[config.mk]
export PLATFORM = sky130hd
export DESIGN_NAME = sm83_alu_with_flags_flat
export DESIGN_NICKNAME = d
export VERILOG_FILES = /design/src/rtl/core/sm83alu_pkg.sv /design/src/rtl/core/sm83alu_if.sv /design/src/rtl/core/sm83alu_calc.sv /design/src/rtl/core/sm83_alu_with_flags.sv /design/src/flat_wrapper.sv
export SDC_FILE = /design/constraint.sdc
export NUM_CORES = 1
export LEC_CHECK = 0
export ABC_AREA = 1
export BUFFER_PORTS_ARGS = -buffer_cell sky130_fd_sc_hd__buf_2
export CAP_MARGIN = 0
export CORE_ASPECT_RATIO = 0.8
export CORE_MARGIN = 8
export CORE_UTILIZATION = 61
export DETAILED_ROUTE_END_ITERATION = 16
export GPL_ROUTABILITY_DRIVEN = 1
export PLACE_DENSITY = 0.92
export SLEW_MARGIN = 15
export SYNTH_ARGS = -nofsm -noshare
export SYNTH_HDL_FRONTEND = slang
export SYNTH_SLANG_ARGS = --single-unit
[constraint.sdc]
create_clock -name i_clk -period 5.4 [get_ports i_clk]
set_clock_uncertainty 0.15 [all_clocks]
set_input_delay 0.27 -clock i_clk [delete_from_list [all_inputs] [get_ports i_clk]]
set_output_delay 0.27 -clock i_clk [all_outputs]
set_load 0.05 [all_outputs]
[src/rtl/core/sm83alu_pkg.sv]
// sm83alu_pkg: operation codes, flag layout and beat payload types of the sm83 alu
// no dependencies; used by the channel interfaces, the datapath and the top level
`default_nettype none

package sm83alu_pkg;

    // operation codes carried in the command field
    typedef enum logic [4:0] {
        CMD_ADD   = 5'd0,
        CMD_ADC   = 5'd1,
        CMD_SUB   = 5'd2,
        CMD_SBC   = 5'd3,
        CMD_CP    = 5'd4,
        CMD_AND   = 5'd5,
        CMD_OR    = 5'd6,
        CMD_XOR   = 5'd7,
        CMD_INC   = 5'd8,
        CMD_DEC   = 5'd9,
        CMD_RLC   = 5'd10,
        CMD_RRC   = 5'd11,
        CMD_RL    = 5'd12,
        CMD_RR    = 5'd13,
        CMD_SLA   = 5'd14,
        CMD_SRA   = 5'd15,
        CMD_SWAP  = 5'd16,
        CMD_SRL   = 5'd17,
        CMD_BIT   = 5'd18,
        CMD_RES   = 5'd19,
        CMD_SET   = 5'd20,
        CMD_DAA   = 5'd21,
        CMD_CPL   = 5'd22,
        CMD_CCF   = 5'd23,
        CMD_SCF   = 5'd24,
        CMD_RLCA  = 5'd25,
        CMD_RRCA  = 5'd26,
        CMD_RLA   = 5'd27,
        CMD_RRA   = 5'd28,
        CMD_ADD16 = 5'd29,
        CMD_ADDSP = 5'd30
    } t_cmd;

    // decimal adjust corrections and limit
    localparam logic [7:0] DAA_LO_FIX = 8'h06;
    localparam logic [7:0] DAA_HI_FIX = 8'h60;
    localparam logic [7:0] DAA_LIMIT  = 8'h99;
    localparam logic [3:0] DIGIT_MAX  = 4'd9;

    // flags packed z n h c, bit 3 down to 0
    typedef struct packed {
        logic z;
        logic n;
        logic h;
        logic c;
    } t_flags;

    // input beat
    typedef struct packed {
        logic [4:0]  command;
        logic [7:0]  acc;
        logic [7:0]  operand;
        logic [2:0]  bit_index;
        t_flags      flags_in;
        logic [15:0] word_a;
        logic [15:0] word_b;
    } t_alu_req;

    // result beat
    typedef struct packed {
        logic [7:0]  result;
        logic [15:0] word_result;
        t_flags      flags_out;
        logic        write_back;
    } t_alu_rsp;

endpackage

`default_nettype wire

[src/rtl/core/sm83alu_if.sv]
// sm83alu_req_if / sm83alu_rsp_if: valid/ready channels for request and result beats
// depends on sm83alu_pkg for the payload types
`default_nettype none

interface sm83alu_req_if;
    import sm83alu_pkg::*;

    logic     valid;
    logic     ready;
    t_alu_req data;

    modport source (output valid, output data, input ready);
    modport sink   (input valid, input data, output ready);
endinterface

interface sm83alu_rsp_if;
    import sm83alu_pkg::*;

    logic     valid;
    logic     ready;
    t_alu_rsp data;

    modport source (output valid, output data, input ready);
    modport sink   (input valid, input data, output ready);
endinterface

`default_nettype wire

[src/rtl/core/sm83alu_calc.sv]
// sm83alu_calc: combinational datapath, one request beat in, one result beat out
// depends on sm83alu_pkg
`default_nettype none

module sm83alu_calc (
    input  sm83alu_pkg::t_alu_req i_req,
    output sm83alu_pkg::t_alu_rsp o_rsp
);
    import sm83alu_pkg::*;

    t_cmd        cmd;
    logic [7:0]  a;
    logic [7:0]  b;
    t_flags      fi;
    logic        use_c;
    logic [8:0]  sum9;
    logic [4:0]  hsum5;
    logic [8:0]  dif9;
    logic [4:0]  hdif5;
    logic [7:0]  rot_r;
    logic        rot_c;
    logic [7:0]  bit_mask;
    logic [7:0]  daa_r;
    logic        daa_c;
    logic [16:0] w17;
    logic [12:0] h13;
    logic [15:0] sp_sum;
    logic [4:0]  sp_h5;
    logic [8:0]  sp_c9;
    logic [7:0]  r;
    logic [15:0] w;
    t_flags      f;
    logic        wr;

    assign cmd      = t_cmd'(i_req.command);
    assign a        = i_req.acc;
    assign b        = i_req.operand;
    assign fi       = i_req.flags_in;
    assign bit_mask = 8'b1 << i_req.bit_index;

    // shared adder and subtractor, carry in only for adc and sbc
    assign use_c = ((cmd == CMD_ADC) || (cmd == CMD_SBC)) ? fi.c : 1'b0;
    assign sum9  = {1'b0, a} + {1'b0, b} + {8'd0, use_c};
    assign hsum5 = {1'b0, a[3:0]} + {1'b0, b[3:0]} + {4'd0, use_c};
    assign dif9  = {1'b0, a} - {1'b0, b} - {8'd0, use_c};
    assign hdif5 = {1'b0, a[3:0]} - {1'b0, b[3:0]} - {4'd0, use_c};

    // 16-bit adds
    assign w17    = {1'b0, i_req.word_a} + {1'b0, i_req.word_b};
    assign h13    = {1'b0, i_req.word_a[11:0]} + {1'b0, i_req.word_b[11:0]};
    assign sp_sum = i_req.word_a + {{8{b[7]}}, b};
    assign sp_h5  = {1'b0, i_req.word_a[3:0]} + {1'b0, b[3:0]};
    assign sp_c9  = {1'b0, i_req.word_a[7:0]} + {1'b0, b};

    // rotate, shift and swap unit
    always_comb begin
        case (cmd)
            CMD_RLC, CMD_RLCA: begin
                rot_r = {a[6:0], a[7]};
                rot_c = a[7];
            end
            CMD_RRC, CMD_RRCA: begin
                rot_r = {a[0], a[7:1]};
                rot_c = a[0];
            end
            CMD_RL, CMD_RLA: begin
                rot_r = {a[6:0], fi.c};
                rot_c = a[7];
            end
            CMD_RR, CMD_RRA: begin
                rot_r = {fi.c, a[7:1]};
                rot_c = a[0];
            end
            CMD_SLA: begin
                rot_r = {a[6:0], 1'b0};
                rot_c = a[7];
            end
            CMD_SRA: begin
                rot_r = {a[7], a[7:1]};
                rot_c = a[0];
            end
            CMD_SWAP: begin
                rot_r = {a[3:0], a[7:4]};
                rot_c = 1'b0;
            end
            default: begin
                rot_r = {1'b0, a[7:1]};
                rot_c = a[0];
            end
        endcase
    end

    // decimal adjust after add or subtract
    always_comb begin
        daa_r = a;
        daa_c = fi.c;
        if (!fi.n) begin
            if (fi.c || (a > DAA_LIMIT)) begin
                daa_r = daa_r + DAA_HI_FIX;
                daa_c = 1'b1;
            end
            if (fi.h || (a[3:0] > DIGIT_MAX)) begin
                daa_r = daa_r + DAA_LO_FIX;
            end
        end else begin
            if (fi.h) begin
                daa_r = daa_r - DAA_LO_FIX;
            end
            if (fi.c) begin
                daa_r = daa_r - DAA_HI_FIX;
            end
        end
    end

    // operation select and flag rules
    always_comb begin
        r  = a;
        w  = 16'd0;
        f  = fi;
        wr = 1'b1;
        case (cmd)
            CMD_ADD, CMD_ADC: begin
                r = sum9[7:0];
                f = '{z: (sum9[7:0] == 8'd0), n: 1'b0, h: hsum5[4], c: sum9[8]};
            end
            CMD_SUB, CMD_SBC: begin
                r = dif9[7:0];
                f = '{z: (dif9[7:0] == 8'd0), n: 1'b1, h: hdif5[4], c: dif9[8]};
            end
            CMD_CP: begin
                wr = 1'b0;
                f  = '{z: (dif9[7:0] == 8'd0), n: 1'b1, h: hdif5[4], c: dif9[8]};
            end
            CMD_AND: begin
                r = a & b;
                f = '{z: ((a & b) == 8'd0), n: 1'b0, h: 1'b1, c: 1'b0};
            end
            CMD_OR: begin
                r = a | b;
                f = '{z: ((a | b) == 8'd0), n: 1'b0, h: 1'b0, c: 1'b0};
            end
            CMD_XOR: begin
                r = a ^ b;
                f = '{z: ((a ^ b) == 8'd0), n: 1'b0, h: 1'b0, c: 1'b0};
            end
            CMD_INC: begin
                r = a + 8'd1;
                f = '{z: (a == 8'hFF), n: 1'b0, h: (a[3:0] == 4'hF), c: fi.c};
            end
            CMD_DEC: begin
                r = a - 8'd1;
                f = '{z: (a == 8'd1), n: 1'b1, h: (a[3:0] == 4'd0), c: fi.c};
            end
            CMD_RLC, CMD_RRC, CMD_RL, CMD_RR,
            CMD_SLA, CMD_SRA, CMD_SWAP, CMD_SRL: begin
                r = rot_r;
                f = '{z: (rot_r == 8'd0), n: 1'b0, h: 1'b0, c: rot_c};
            end
            CMD_RLCA, CMD_RRCA, CMD_RLA, CMD_RRA: begin
                r = rot_r;
                f = '{z: 1'b0, n: 1'b0, h: 1'b0, c: rot_c};
            end
            CMD_BIT: begin
                wr = 1'b0;
                f  = '{z: ((a & bit_mask) == 8'd0), n: 1'b0, h: 1'b1, c: fi.c};
            end
            CMD_RES: begin
                r = a & ~bit_mask;
            end
            CMD_SET: begin
                r = a | bit_mask;
            end
            CMD_DAA: begin
                r = daa_r;
                f = '{z: (daa_r == 8'd0), n: fi.n, h: 1'b0, c: daa_c};
            end
            CMD_CPL: begin
                r = ~a;
                f = '{z: fi.z, n: 1'b1, h: 1'b1, c: fi.c};
            end
            CMD_CCF: begin
                wr = 1'b0;
                f  = '{z: fi.z, n: 1'b0, h: 1'b0, c: ~fi.c};
            end
            CMD_SCF: begin
                wr = 1'b0;
                f  = '{z: fi.z, n: 1'b0, h: 1'b0, c: 1'b1};
            end
            CMD_ADD16: begin
                w = w17[15:0];
                r = w17[7:0];
                f = '{z: fi.z, n: 1'b0, h: h13[12], c: w17[16]};
            end
            CMD_ADDSP: begin
                w = sp_sum;
                r = sp_sum[7:0];
                f = '{z: 1'b0, n: 1'b0, h: sp_h5[4], c: sp_c9[8]};
            end
            default: begin
                // unused code: pass through, nothing written
                wr = 1'b0;
            end
        endcase
    end

    assign o_rsp.result      = r;
    assign o_rsp.word_result = w;
    assign o_rsp.flags_out   = f;
    assign o_rsp.write_back  = wr;

endmodule

`default_nettype wire

[src/rtl/core/sm83_alu_with_flags.sv]
// sm83_alu_with_flags: top level, input register, datapath and result register
// depends on sm83alu_pkg, sm83alu_req_if, sm83alu_rsp_if and sm83alu_calc
//
//   channel  | dir | payload                                              | handshake
//   ---------+-----+------------------------------------------------------+----------
//   i_in     | in  | command acc operand bit_index flags_in word_a word_b | valid/ready
//   o_out    | out | result word_result flags_out write_back              | valid/ready
//
// one beat per cycle sustained while o_out takes each result; a beat passes the input register then the result register
// the datapath between them is a single pass of the 8-bit and 16-bit adders and muxes
// i_rst_n (synchronous, active low) empties both register stages and holds i_in.ready low
// a stall on o_out holds the result register and backs up into the input register;
// i_in.ready drops only when both stages are full and the result is not taken
`default_nettype none

module sm83_alu_with_flags (
    input  wire logic           i_clk,
    input  wire logic           i_rst_n,
    sm83alu_req_if.sink         i_in,
    sm83alu_rsp_if.source       o_out
);
    import sm83alu_pkg::*;

    logic     r_in_valid;
    logic     n_in_valid;
    t_alu_req r_in_data;
    logic     r_out_valid;
    logic     n_out_valid;
    t_alu_rsp r_out_data;
    t_alu_rsp calc_rsp;
    logic     out_ready;
    logic     in_ready;

    // stage readiness, chained from the output side
    assign out_ready  = !r_out_valid || o_out.ready;
    assign in_ready   = !r_in_valid || out_ready;
    assign i_in.ready = in_ready && i_rst_n;

    // valid bits of both stages
    always_comb begin
        n_in_valid  = in_ready ? i_in.valid : r_in_valid;
        n_out_valid = out_ready ? r_in_valid : r_out_valid;
    end

    always_ff @(posedge i_clk) begin
        if (!i_rst_n) begin
            r_in_valid  <= 1'b0;
            r_out_valid <= 1'b0;
        end else begin
            r_in_valid  <= n_in_valid;
            r_out_valid <= n_out_valid;
        end
    end

    // input register
    always_ff @(posedge i_clk) begin
        if (in_ready) begin
            r_in_data <= i_in.data;
        end
    end

    // datapath
    sm83alu_calc u_calc (
        .i_req (r_in_data),
        .o_rsp (calc_rsp)
    );

    // result register
    always_ff @(posedge i_clk) begin
        if (out_ready) begin
            r_out_data <= calc_rsp;
        end
    end

    assign o_out.valid = r_out_valid;
    assign o_out.data  = r_out_data;

    // a beat in the input register moves on whenever the result stage can take it
    a_advance: assert property (@(posedge i_clk) disable iff (!i_rst_n)
        (r_in_valid && out_ready) |=> r_out_valid)
        else $error("input stage beat did not reach the result stage");

    // a stalled beat in the input register keeps its payload
    a_hold: assert property (@(posedge i_clk) disable iff (!i_rst_n)
        (r_in_valid && !out_ready) |=> (r_in_valid && $stable(r_in_data)))
        else $error("stalled input stage beat lost or changed");

    // no new beat taken while both stages are full and the result is stalled
    a_full: assert property (@(posedge i_clk) disable iff (!i_rst_n)
        (r_in_valid && r_out_valid && !o_out.ready) |-> !i_in.ready)
        else $error("input accepted while pipeline full and stalled");

endmodule

`default_nettype wire
[src/flat_wrapper.sv]
// flat-port wrapper written by rule: the top's interface ports become plain ports
module sm83_alu_with_flags_flat import sm83alu_pkg::*;
  (i_clk, i_rst_n, i_in_valid, i_in_data, i_in_ready, o_out_valid, o_out_data, o_out_ready);
  sm83alu_req_if i_in_i ();
  sm83alu_rsp_if o_out_i ();
  input  wire logic i_clk;
  input  wire logic i_rst_n;
  input wire logic [$bits(i_in_i.valid)-1:0] i_in_valid;
  input wire logic [$bits(i_in_i.data)-1:0] i_in_data;
  output wire logic [$bits(i_in_i.ready)-1:0] i_in_ready;
  output wire logic [$bits(o_out_i.valid)-1:0] o_out_valid;
  output wire logic [$bits(o_out_i.data)-1:0] o_out_data;
  input wire logic [$bits(o_out_i.ready)-1:0] o_out_ready;
  assign i_in_i.valid = i_in_valid;
  assign i_in_i.data = i_in_data;
  assign i_in_ready = i_in_i.ready;
  assign o_out_valid = o_out_i.valid;
  assign o_out_data = o_out_i.data;
  assign o_out_i.ready = o_out_ready;
  sm83_alu_with_flags u_core (.i_clk(i_clk), .i_rst_n(i_rst_n), .i_in(i_in_i), .o_out(o_out_i));
endmodule
==> metrics.md <==
| Metric | Value |
|---|---|
| Io pins | 95 |
| Htree depth | 3 |
| Crit path buf inv count | 1 |
| Sw Ratio | 38.9% |
| Critical path fanouts, max | 16 |
| Unrepaired setup endpoints after global routing | no |
| R2r endpoint | u_core.o_out.data[23]$_DFFE_PP_ |
| Die width | 145 um |
| Total via count after detailed routing | 8705 |
| Post-route DRC | 0 |
| Deepest clock path buffer count | 2 |
| DPL Wire Length | 21300 um |
| Critical Path Most Common Cell | sky130_fd_sc_hd__fa_1 |
| Sink count of the clock tree | 91 |
| Worst setup EP type | flip-flop |
| Num CTS Buffers | 9 |
| Antenna cells | 0 |
| Post-synth cell types | 54 |
| Hold violation count in the final report | 0 |
| Actual transition at the worst max-transition pin | 918 ps |
| EDFF count, synth | 89 |
| Largest stage delay on the critical path | 820 ps |
| Share of synthesized area occupied by flip-flops and latches | 33.6% |
| Finished Core Util | 74.4% |
| Async set-or-reset flop fraction in the synthesized netlist | 0% |
| Post-Route Setup TNS | 0 ps |
| Combinational fraction of design power | 34.9% |
| Total setup violations reported at the end of the flow | 0 |
| Status | complete, no violations |
| Core footprint | 0.0129 mm2 |
| Fraction of final layout cells sized beyond drive strength 1 | 13.4% |
| Effective utilization at floorplan | 62.7% |
| Via density | 6.14 |
| Tmin final | 3790 ps |
| Post-Syn Area | 0.00807 mm2 |
| Crit Path Class | flip-flop to flip-flop |
| Via count of the first global-routing pass | 8027 |
| Flops & latches, synth | 91 |
| Kind of cell adding the most delay to the critical path | adder cells |
| Most frequent standard cell in the layout excluding fill and tap cells | sky130_fd_sc_hd__nand2_1 |
| Commonest register cell after synthesis | sky130_fd_sc_hd__edfxtp_1 |
| Flop2flop setup slack | 1610 ps |
| Fin crit share | 70.2% |
| IR drop worst, VDD | 0.000190 V |
| Clock power frac | 26.4% |
| Hold Path Origin | i_in_valid |
| Ys Warns | 0 |
| Pin count of the biggest net entering global routing | 35 |
| Worst path required time | 5310 ps |
| Min-Delay Path Depth | 3 |
| Synthesized net count | 1226 |
| Leak pwr | 0.00467 uW |
| Cell-internal power | 1410 uW |
| Antenna violations before repair | 0 |
| DRT iter0 DRCs | 1381 |
| Launch instance of the worst register-to-register path | u_core.r_in_data[59]$_DFFE_PN_ |
| Destination of the worst hold path | u_core.r_in_valid$_SDFFE_PN0N_ |
| Switch Pwr | 899 uW |
| Number of placement rows | 37 |
| Sequential cell fraction of total power | 38.7% |
| Power density cells | 242 mW/mm2 |
| Highest-count cells in the layout ignoring fill and taps | sky130_fd_sc_hd__nand2_1 (280), sky130_fd_sc_hd__inv_1 (112), sky130_fd_sc_hd__nor2_1 (111), sky130_fd_sc_hd__buf_2 (94), sky130_fd_sc_hd__nand3_1 (91) |
| Placer congestion estimate | 1.09 |
| Cell with the largest stage delay on the worst path | sky130_fd_sc_hd__a2111oi_0 |
| Final #Nets | 1378 |
| Final Total Pwr | 2310 uW |
| Wire length of the first global-routing pass | 44300 um |
| Input/output buffers | 94 |
| Die height | 119 um |
| Wire length after detailed routing | 29500 um |
| Clock Latency Late Sink | 360 ps |
| Iteration count of the initial detailed-routing pass | 9 |
| Number of max-capacitance violations reported | 0 |
| Maximum achievable frequency | 0.264 GHz |
| Overall Global Routing Usage | 33.7% |
| Clk slew on worst S/H paths | 70 ps |
| GRT Residual Overflow | 0 |
| Arrival time at the worst endpoint | 3700 ps |
| Total die area | 0.0172 mm2 |
| Post-route antenna net violation count | 0 |
| Routed length per instance | 20.8 um |
| Worst slew margin | 37.3% |
| Growth of design area from synthesis to finish | 18.6% |
| Number of gates given a new drive strength after cts | 0 |
| Sort of element at the start of the critical path | flip-flop |
| Reg2reg path depth | 9 |
| Cell count after synthesis | 1085 |
| Final Slew Violations | 0 |
| Avg Cell Area, Syn | 7.43 um2 |
| Clock Tree Root | sky130_fd_sc_hd__clkbuf_16 |
| Type of the most critical hold path | input port to flip-flop |
| CTS tree | built |
| Worst path cell trace | nor2_2, inv_1, nor3_1, fa_1, fa_1, xnor2_1, nor2_1, a2111oi_0, nand4_1 |
-- cells by family (layout without fill, tap and decap cells) --
kind of cell	Yosys count	count (layout)	synth area share [%]
xor gates and xnor gates	21	21	2.28
adders and majority gates	77	77	12.5
buffers and inverters	143	300	7.14
AOI/OAI and AO/OA	177	177	12.6
DFF	91	91	33.6
and+or+nand+nor	576	576	31.8
-- power groups by stage --
stage / sequential, uW / clock (uW) / combinational (uW)
6_report: 894 / 610 / 808
5_1_grt: 897 / 629 / 866
4_1_cts: 889 / 601 / 773
3_5_place_dp: 904 / 0 / 735
3_3_place_gp: 902 / 0 / 724
2_1_floorplan: 997 / 0 / 431
-- final cells by class --
type / count / area [um2]
clock inverters: 5 / 37.5
well taps: 175 / 219
repair buffers: 161 / 1120
fillers: 1015 / 3300
flip-flops and latches: 91 / 2710
multi-input cells: 851 / 4780
inverters: 123 / 462
clock buffers: 11 / 233
-- worst min-delay path, cell delays in order --
cell	delay, ps
sky130_fd_sc_hd__buf_2	90
sky130_fd_sc_hd__inv_1	40
sky130_fd_sc_hd__a21oi_1	60
-- Yosys cell counts, types with 7 or more instances --
cell                       number  area (um2)
sky130_fd_sc_hd__nand3_1       92         460
sky130_fd_sc_hd__edfxtp_1      89        2670
sky130_fd_sc_hd__xor2_1        16         140
sky130_fd_sc_hd__nand4_1       25         156
sky130_fd_sc_hd__or2_2         13        81.3
sky130_fd_sc_hd__ha_1          71         888
sky130_fd_sc_hd__clkbuf_1       7        26.3
sky130_fd_sc_hd__inv_1        112         420
sky130_fd_sc_hd__buf_4          7        52.6
sky130_fd_sc_hd__nand3b_1       7        52.6
sky130_fd_sc_hd__a21oi_1       63         315
sky130_fd_sc_hd__nand2_1      280        1050
sky130_fd_sc_hd__nor2_1       111         417
sky130_fd_sc_hd__o21ai_0       52         260
sky130_fd_sc_hd__nor3_1        16        80.1
sky130_fd_sc_hd__o22ai_1       15        93.8
sky130_fd_sc_hd__inv_2         10        37.5
sky130_fd_sc_hd__nand2_2        9        56.3
-- metal layers --
metal / routed length (um) / global-route usage, % / vias to the layer above
met5: 0 / 0 / -
met1: 11900 / 46.2 / 3899
met3: 4130 / 10.8 / 98
li1: - / - / 4006
met2: 12200 / 48.6 / 702
met4: 1180 / 12.7 / 0
-- through the flow --
stage / hold slack (ps) / setup slack (ps) / instance area, um2 / std cells
final: 6.48 / 1610 / 9570 / 1417
after global routing: 10.4 / 1340 / 9570 / 1417
after CTS: 7.72 / 1760 / 9570 / 1417
after detailed placement: 298 / 1790 / 8700 / 1341
after global placement: 296 / 1800 / 8700 / 1341
after floorplan: 219 / 2190 / 8070 / 1085
-- worst max path at each step --
stage,startpoint,end,cells past startpoint,slack (ps)
6_report,u_core.r_in_data[59]$_DFFE_PN_,u_core.o_out.data[23]$_DFFE_PP_,9,1610
5_1_grt,u_core.r_in_data[59]$_DFFE_PN_,u_core.o_out.data[26]$_DFFE_PP_,17,1340
4_1_cts,u_core.r_in_data[59]$_DFFE_PN_,u_core.o_out.data[23]$_DFFE_PP_,12,1760
3_5_place_dp,u_core.r_in_data[59]$_DFFE_PN_,u_core.o_out.data[23]$_DFFE_PP_,12,1790
3_3_place_gp,u_core.r_in_data[59]$_DFFE_PN_,u_core.o_out.data[24]$_DFFE_PP_,14,1800
2_1_floorplan,u_core.o_out.valid$_SDFFE_PN0P_,i_in_ready,3,2190
-- flip-flops by register name (all words and copies together) (netlist names) --
register,count
u_core.r_in_data,60
u_core.o_out.valid,1
u_core.r_in_valid,1
u_core.o_out.data,29
-- timing repair --
action | in CTS | in global routing
buffers inserted | 0 | 0
hold buffers | 60 | 0
endpoints found under the hold margin | 60 | 0
Power figures use the tool's default switching activity.
